`src/pft_pkg.sv`:
```
`timescale 1ns / 1ps
// ----------------------------------------------------------------------------
// pft_pkg: shared types and constants of the polygon fan triangulator
// Fixed position width, fan size and the result slot codes.
// ----------------------------------------------------------------------------
package pft_pkg;

	// Stream position counter width; wraps at 2^POS_BITS
	localparam int unsigned POS_BITS = 24;

	// Corner count above which a polygon starts emitting full triangles
	localparam logic [1:0] FAN_CORNERS = 2'd2;
	localparam logic [1:0] CORNER_MAX  = 2'd3;

	// Which corner of the held item is on the output
	typedef enum logic [1:0] {
		SLOT_FAN  = 2'd0,
		SLOT_PREV = 2'd1,
		SLOT_CUR  = 2'd2
	} slot_t;

endpackage

```
`src/polygon_fan_triangulator.sv`:
```
`timescale 1ns / 1ps
// ----------------------------------------------------------------------------
// polygon_fan_triangulator: fan triangulation of a polygon index stream
// Decodes vertex indices, tracks the fan and streams out triangle corners.
// ----------------------------------------------------------------------------
// Takes one polygon vertex index per input transaction; a negative index closes
// the polygon and is decoded as its bitwise complement. The first three
// vertices of a polygon come out as one result each; every later vertex comes
// out as three results (fan vertex, previous vertex, current vertex), with
// last set on the final result of the item. All polygon bookkeeping is done in
// the cycle of acceptance and the item's corners are parked in one holding
// stage that feeds the single result port. An item with one result therefore
// holds the port for one corner and an item with three results for three
// corners: the output port, one corner per cycle while out_ready is high, sets
// the rate. A new item is taken in the same cycle in which the held item's last
// corner is taken, so no bubble is inserted between items. start_of_mesh clears
// the stream position and the polygon state before its own item. The first
// result of an item is on the output in the cycle after its acceptance.
module polygon_fan_triangulator #(
	parameter int unsigned INDEX_BITS = 24
) (
	input  logic                          clk,
	input  logic                          arst_n,
	// input channel
	input  logic                          in_valid,
	output logic                          in_ready,
	input  logic signed [INDEX_BITS:0]    raw_index,
	input  logic                          start_of_mesh,
	// output channel
	output logic                          out_valid,
	input  logic                          out_ready,
	output logic [INDEX_BITS-1:0]         vertex_index,
	output logic [pft_pkg::POS_BITS-1:0]  source_position,
	output logic                          last
);
	import pft_pkg::*;

	// polygon state
	logic [1:0]            corner_q;
	logic [INDEX_BITS-1:0] fan_vert_q;
	logic [POS_BITS-1:0]   fan_pos_q;
	logic [INDEX_BITS-1:0] prev_vert_q;
	logic [POS_BITS-1:0]   prev_pos_q;
	logic [POS_BITS-1:0]   stream_q;

	// holding stage: the corners of one accepted item
	logic                  valid_s1;
	logic                  three_s1;
	slot_t                 slot_s1;
	logic [INDEX_BITS-1:0] fan_vert_s1;
	logic [POS_BITS-1:0]   fan_pos_s1;
	logic [INDEX_BITS-1:0] prev_vert_s1;
	logic [POS_BITS-1:0]   prev_pos_s1;
	logic [INDEX_BITS-1:0] cur_vert_s1;
	logic [POS_BITS-1:0]   cur_pos_s1;

	// decode and current-item view of the state
	logic                  in_fire;
	logic                  out_fire;
	logic                  ends;
	logic [INDEX_BITS-1:0] vert;
	logic [1:0]            corner_cur;
	logic [POS_BITS-1:0]   pos_cur;
	logic                  three_cur;
	slot_t                 slot_next;

	assign ends       = raw_index[INDEX_BITS];
	assign vert       = ends ? ~raw_index[INDEX_BITS-1:0] : raw_index[INDEX_BITS-1:0];
	assign corner_cur = start_of_mesh ? 2'd0 : corner_q;
	assign pos_cur    = start_of_mesh ? '0 : stream_q;
	assign three_cur  = (corner_cur > FAN_CORNERS);

	// a held item ends on its current-vertex corner
	assign last      = (slot_s1 == SLOT_CUR);
	assign out_valid = valid_s1;
	assign out_fire  = out_valid && out_ready;
	// take a new item when the stage is empty or drains this cycle
	assign in_ready  = !valid_s1 || (out_ready && last);
	assign in_fire   = in_valid && in_ready;

	// corner selection for the output port
	always_comb begin
		unique case (slot_s1)
			SLOT_FAN: begin
				vertex_index    = fan_vert_s1;
				source_position = fan_pos_s1;
				slot_next       = SLOT_PREV;
			end
			SLOT_PREV: begin
				vertex_index    = prev_vert_s1;
				source_position = prev_pos_s1;
				slot_next       = SLOT_CUR;
			end
			SLOT_CUR: begin
				vertex_index    = cur_vert_s1;
				source_position = cur_pos_s1;
				slot_next       = SLOT_CUR;
			end
			default: begin
				vertex_index    = cur_vert_s1;
				source_position = cur_pos_s1;
				slot_next       = SLOT_CUR;
			end
		endcase
	end

	// polygon state: update on every accepted transaction
	always_ff @(posedge clk or negedge arst_n) begin
		if (!arst_n) begin
			corner_q    <= '0;
			stream_q    <= '0;
			fan_vert_q  <= '0;
			fan_pos_q   <= '0;
			prev_vert_q <= '0;
			prev_pos_q  <= '0;
		end else if (in_fire) begin
			if (corner_cur == 2'd0) begin
				fan_vert_q <= vert;
				fan_pos_q  <= pos_cur;
			end
			prev_vert_q <= vert;
			prev_pos_q  <= pos_cur;
			// close the polygon or count the corner, saturating
			if (ends) begin
				corner_q <= '0;
			end else if (corner_cur < CORNER_MAX) begin
				corner_q <= corner_cur + 2'd1;
			end else begin
				corner_q <= corner_cur;
			end
			stream_q <= pos_cur + POS_BITS'(1);
		end
	end

	// holding stage control
	always_ff @(posedge clk or negedge arst_n) begin
		if (!arst_n) begin
			valid_s1 <= 1'b0;
			three_s1 <= 1'b0;
			slot_s1  <= SLOT_CUR;
		end else if (in_fire) begin
			valid_s1 <= 1'b1;
			three_s1 <= three_cur;
			// a single-corner item goes straight to its own corner
			slot_s1  <= three_cur ? SLOT_FAN : SLOT_CUR;
		end else if (out_fire) begin
			if (last) begin
				valid_s1 <= 1'b0;
			end else begin
				slot_s1 <= slot_next;
			end
		end
	end

	// holding stage payload: snapshot of the fan before this item's update
	always_ff @(posedge clk) begin
		if (in_fire) begin
			fan_vert_s1  <= fan_vert_q;
			fan_pos_s1   <= fan_pos_q;
			prev_vert_s1 <= prev_vert_q;
			prev_pos_s1  <= prev_pos_q;
			cur_vert_s1  <= vert;
			cur_pos_s1   <= pos_cur;
		end
	end

	// ------------------------------------------------------------------------
	// assertions
	// ------------------------------------------------------------------------
	a_single_on_cur: assert property (@(posedge clk) disable iff (!arst_n)
		out_valid && !three_s1 |-> slot_s1 == SLOT_CUR)
		else $error("single-corner item not on its current corner");

	a_fan_starts_first: assert property (@(posedge clk) disable iff (!arst_n)
		in_fire && three_cur |=> slot_s1 == SLOT_FAN && valid_s1)
		else $error("triangle item does not start on the fan vertex");

	a_close_clears: assert property (@(posedge clk) disable iff (!arst_n)
		in_fire && ends |=> corner_q == 2'd0)
		else $error("closing vertex left the corner count set");

	a_position_step: assert property (@(posedge clk) disable iff (!arst_n)
		in_fire |=> stream_q == $past(pos_cur) + POS_BITS'(1))
		else $error("stream position did not advance by one");

	a_no_early_drop: assert property (@(posedge clk) disable iff (!arst_n)
		out_fire && !last |=> out_valid)
		else $error("held item dropped before its last corner");

endmodule

```
`config.mk`:
```
export PLATFORM = sky130hd
export DESIGN_NAME = polygon_fan_triangulator
export DESIGN_NICKNAME = d
export VERILOG_FILES = /design/src/pft_pkg.sv /design/src/polygon_fan_triangulator.sv
export SDC_FILE = /design/constraint.sdc
export NUM_CORES = 1
export LEC_CHECK = 0
export ABC_AREA = 1
export BUFFER_PORTS_ARGS = -buffer_cell sky130_fd_sc_hd__clkbuf_2
export CAP_MARGIN = 20
export CORE_UTILIZATION = 30
export DETAILED_ROUTE_END_ITERATION = 6
export SYNTH_ARGS = -nofsm -noshare
export SYNTH_HDL_FRONTEND = slang
export SYNTH_SLANG_ARGS = --single-unit
```
`constraint.sdc`:
```
create_clock -name clk -period 2.4 [get_ports clk]
set_clock_uncertainty 0.05 [all_clocks]
set_input_delay 0.48 -clock clk [delete_from_list [all_inputs] [get_ports clk]]
set_output_delay 0.48 -clock clk [all_outputs]
set_load 0.1 [all_outputs]
```
# Word-level counts from Yosys, hierarchy flattened
# Index checks and enable logic that the tools add are counted.
# word_totals
ram_bits	0
memories	0
input_bits	30
rom_bits	0
regBits	269
wordCells	49
output_inout_bits	51
latchBits	0
# op_classes
muxes	15
n_shift	0
bitwise	1
magnitude_cmp	2
n_div	0
reduce_logical	12
eq_ne	3
add_sub_neg	2
multipliers	0
# op_table
op	n
case mux 24 bit (2 select lines)	2
2-to-1 mux 24 bit	2
adder 24 x 1 -> 24 bit (second input constant)	1
inverter 24 bit	1
2-to-1 mux 2 bit	8
AND reduction 2 bit	3
logical NOT 2 bit	2
nonzero test 2 bit	2
logical AND 1 bit	3
2-to-1 mux 1 bit	3
adder 2 x 1 -> 2 bit (second input constant)	1
equality test 2 x 1 -> 1 bit (second input constant)	1
equality test 2 bit (second input constant)	1
greater-than comparator 2 bit (second input constant)	1
less-than comparator 2 bit (second input constant)	1
!= test 2 x 1 -> 1 bit (second input constant)	1
logical NOT 1 bit	1
logical OR 1 bit	1

# Logic depth before layout (Yosys ltp)
# logic_depth
word_depth	6
mapped_depth	12
mapped_depth_nobuf	10

# Worst setup path after synthesis
# OpenSTA, ideal clock, no wires.
# synth_timing
path_type	reg-to-reg
startpoint	register valid_s1 (netlist: out_valid)
endpoint	register cur_pos_s1[0], enable pin
arrival_time_ns	2.826
setup_time_ns	0.404
path_buffers	2
synth_period_minus_slack_ns	3.280
setup_slack_ns	-0.880
required_time_ns	1.946
path_stages_with_launch	6
cell_sequence	dfrtp_1 -> nand2_2 -> nand2_4 -> inv_2 -> buf_4 -> buf_4
# synth_via
elab_chain_cells	3
# synth_lines
item	line	source
start: declaration	polygon_fan_triangulator.sv:47	logic valid_s1;
start signal: assignment	polygon_fan_triangulator.sv:138	valid_s1 <= 1'b0;
start signal: assignment	polygon_fan_triangulator.sv:142	valid_s1 <= 1'b1;
start signal: assignment	polygon_fan_triangulator.sv:148	valid_s1 <= 1'b0;
logical NOT 1 bit	polygon_fan_triangulator.sv:78	assign in_ready = !valid_s1 || (out_ready && last);
logical OR 1 bit	polygon_fan_triangulator.sv:78	
net in_ready	polygon_fan_triangulator.sv:26	output logic in_ready,
logical AND 1 bit	polygon_fan_triangulator.sv:79	assign in_fire = in_valid && in_ready;
net in_fire	polygon_fan_triangulator.sv:58	logic in_fire;
end signal: assignment	polygon_fan_triangulator.sv:163	cur_pos_s1 <= pos_cur;
end: declaration	polygon_fan_triangulator.sv:55	logic [POS_BITS-1:0] cur_pos_s1;
# The timed path passes the listed nets, and every way through them passes these cells.
# A chain may end at the register's enable or synchronous reset.

# Worst setup path in the final report
# layout_timing
startpoint	register slot_s1[1]
endpoint	output port source_position[21] (netlist name)
# layout_via
elab_chain_cells	2
word_cells_on_any_way	3
classes_between	1 x eq/ne; 1 x mux; 1 x reduce/logical
# layout_lines
item	line	source
start: declaration	polygon_fan_triangulator.sv:49	slot_t slot_s1;
start signal: assignment	polygon_fan_triangulator.sv:145	slot_s1 <= three_cur ? SLOT_FAN : SLOT_CUR;
start signal: assignment	polygon_fan_triangulator.sv:150	slot_s1 <= slot_next;
equality test 2 x 1 -> 1 bit / logical NOT 2 bit (equally long branches)	polygon_fan_triangulator.sv:83	unique case (slot_s1)
case mux 24 bit (2 select lines) (*)	polygon_fan_triangulator.sv:83	
end: declaration	polygon_fan_triangulator.sv:33	output logic [pft_pkg::POS_BITS-1:0] source_position,
# Mark *: on every way between the ends. The rest lies on a longest branch, timed or not.

==> metrics.txt <==
status=finished, violations left; failing checks=design-rule violations, negative setup slack; CP Capture Point=source_position[21]; diode count=0; H-tree depth=1; R2R setup slack=300 ps; hold path startpoint=raw_index[1]; CTS buffer count=28; Clock Power Share=0.190; clk_lat worst skew=560 ps; root buf cell=clkbuf_16; CP startpoint=slot_s1[1]$_DFFE_PN1P_; initial DRC count=620; gr ovfl total=0; initial antenna violation count=0; P_sw=0.00955 W; WHS=188 ps; CTS sink cnt=269; Die W=193 um; wirelength, routed=25900 um; register share of total power=0.316; largest stage delay on the critical path=600 ps; Avg Cell Area, Syn=10.6 um2; commonest non-fill, non-tap cell in the layout=nand2_1; P&R area growth vs syn=29.5%; max-cap viol count=0; number of global-route vias before repair=7468; Setup crit start kind=flip-flop; TritonCTS clock tree=yes; Worst-Margin Slew=623 ps; crit path DAT=1960 ps; CP max FO=9; cell internal pwr=0.0121 W; CTS clock-pin slew for the worst setup and hold paths=60 ps; Fmax=402 MHz; drc violations=9; Post-DRT Antenna Nets=0; Req. time, crit path=1870 ps; Die H=193 um; Clock Path Buffers=3; placeable core region=35800 um2; IR drop worst, VDD=0.834 mV; Initial Util=0.307; max_slew headroom=0.584; DRT Pass-1 Iters=7; # port buffers=80; Leak Pwr=6.11 nW; reg2reg end=stream_q[22]$_DFFE_PN0P_; Yosys reg bits=269; Worst Hold Depth=4; first-pass GRT wire length=40400 um; Most Frequent Cell on Critical Path=buf_12; CP endpoint kind=output pin; Pwr Total=0.0217 W; power per standard cell area=1530 nW/um2; RSZ-0062 raised after global routing=true; Setup CP Type=flip-flop to output pin; Netlist Area Pre-Place=11000 um2; Global Route Usage Sum=0.135; instance count on the critical path=6; final worst setup slack=-85.2 ps; Setup WS pre-CTS=195 ps; syn_nets=1066; DP HPWL=15900 um; Distinct cells, synth=35; number of placement rows=69; vias per cell=4.67; placed cells=1551; cells along the critical path=nor2_4 -> buf_12 -> clkbuf_16 -> a22oi_2 -> nand2_2 -> buf_12; Hold WC Path Type=input port to flip-flop; Reg2Reg Depth=10; Nets=1160; Comb power frac=0.494; crit share post-route=1.04; Final setup viols=31; max-slew violation count=0; post-route insts no fill=1612; total die area=37400 um2; GPL Wtd Cong=0.812; final hold violation count=0; post-synthesis cell count=1035; Vias=7533; WL/cell=16.1 um; share of cells above drive strength 1=0.243; final core occ=0.397; critical path buffer and inverter count=3; register area share after synthesis=0.678; Tmin final=2490 ps; FF-to-FF Start=slot_s1[0]$_DFFE_PN0P_; delay-heaviest family, CP=flip-flops; number of I/O pins=81; critical path's slowest cell=dfstp_2; most frequent cells in the layout=nand2_1, edfxtp_1, dfrtp_1, nand3_1, buf_12; sw frac=0.440; warnings from Yosys=0; largest net degree at the start of global routing=47
area by class of cell:
class	count	area, um2
timing repair buffer	119	1690
fill	3370	21600
clock inverter	13	123
multi-input combinational	661	3420
clock buffer	39	752
sequential	269	7460
inverter	50	200
tap	461	577
worst min-delay path, cell delays in order:
cell	delay, ps
clkbuf_2	80
xor2_1	90
nand2_1	70
nand2_1	40
per-stage QoR:
| step | cell area, um2 | TNS, ps |
|---|---|---|
| 6_report | 14200 | -957 |
| 5_1_grt | 14200 | -3530 |
| 4_1_cts | 13900 | -1470 |
| 3_5_place_dp | 12800 | 0 |
| 3_3_place_gp | 12800 | 0 |
| 2_1_floorplan | 11000 | 0 |
metal layers:
metal  GRT usage  up-vias  routed length, um
met2       0.231      196              12500
met5           0        -                  0
li1            -     3602                  -
met4      0.0290        0                413
met3      0.0223       36               1280
met1       0.179     3699              11700
cell families after synthesis:
logic type	count (synthesis)	synth area share
AO/OA/AOI/OAI	63	0.0335
XOR/XNOR	30	0.0239
adder cells (fa/ha/maj)	1	0.00114
buffers and inverters	105	0.0470
flip-flops	269	0.678
AND/OR/NAND/NOR	567	0.216
worst min-delay path by stage:
stage | endpoint | slack [ps]
after floorplan | corner_q[0]$_DFFE_PN0P_ | 130
final | prev_vert_q[1]$_DFFE_PN0P_ | 190
after CTS | prev_vert_q[1]$_DFFE_PN0P_ | 170
after global routing | fan_vert_q[17]$_DFFE_PN0P_ | 190
after global placement | prev_pos_s1[23]$_DFFE_PP_ | 380
after detailed placement | prev_vert_s1[15]$_DFFE_PP_ | 380
what timing repair did:
item / CTS / global route
setup buffers: 3 / 1
gates resized for setup: 55 / 53
setup endpoints to repair: 48 / 50
pin swaps: 3 / 6
hold buffers: 1 / 0
cloned: 1 / 3
endpoints found under the hold margin: 37 / 0
state kept, by name, summed over array words and instances, names as in the netlist:
name          count
corner_q          2
cur_pos_s1       24
cur_vert_s1      24
fan_pos_q        24
fan_pos_s1       24
fan_vert_q       24
fan_vert_s1      24
out_valid         1
prev_pos_q       24
prev_pos_s1      24
prev_vert_q      24
prev_vert_s1     24
slot_s1           2
stream_q         24
synthesized netlist by cell type (all sizes together):
master	n	area share
nand2	391	0.14
edfxtp	144	0.39
dfrtp	124	0.28
nand3	109	0.051
nor2	54	0.022
inv	50	0.018
buf	39	0.024
o21ai	39	0.018
xor2	28	0.022
clkbuf	16	0.0055
nand4	12	0.0068
a22oi	11	0.0075
a21oi	2	0.00091
a31oi	2	0.0011
o211ai	2	0.0014
o21bai	2	0.0014
o31ai	2	0.0014
xnor2	2	0.0016
dfstp	1	0.0024
ha	1	0.0011
nor3	1	0.00046
o2111ai	1	0.00080
o21a	1	0.00068
o22ai	1	0.00057
power by group through the flow:
stage	clock network (W)	registers, W	logic [W]
floorplan	0	0.00679	0.00629
global placement	0	0.00690	0.00985
detailed placement	0	0.00694	0.00993
CTS	0.00420	0.00684	0.0104
global route	0.00436	0.00699	0.0112
finish	0.00411	0.00686	0.0107
(Power assumes the default switching activity.)
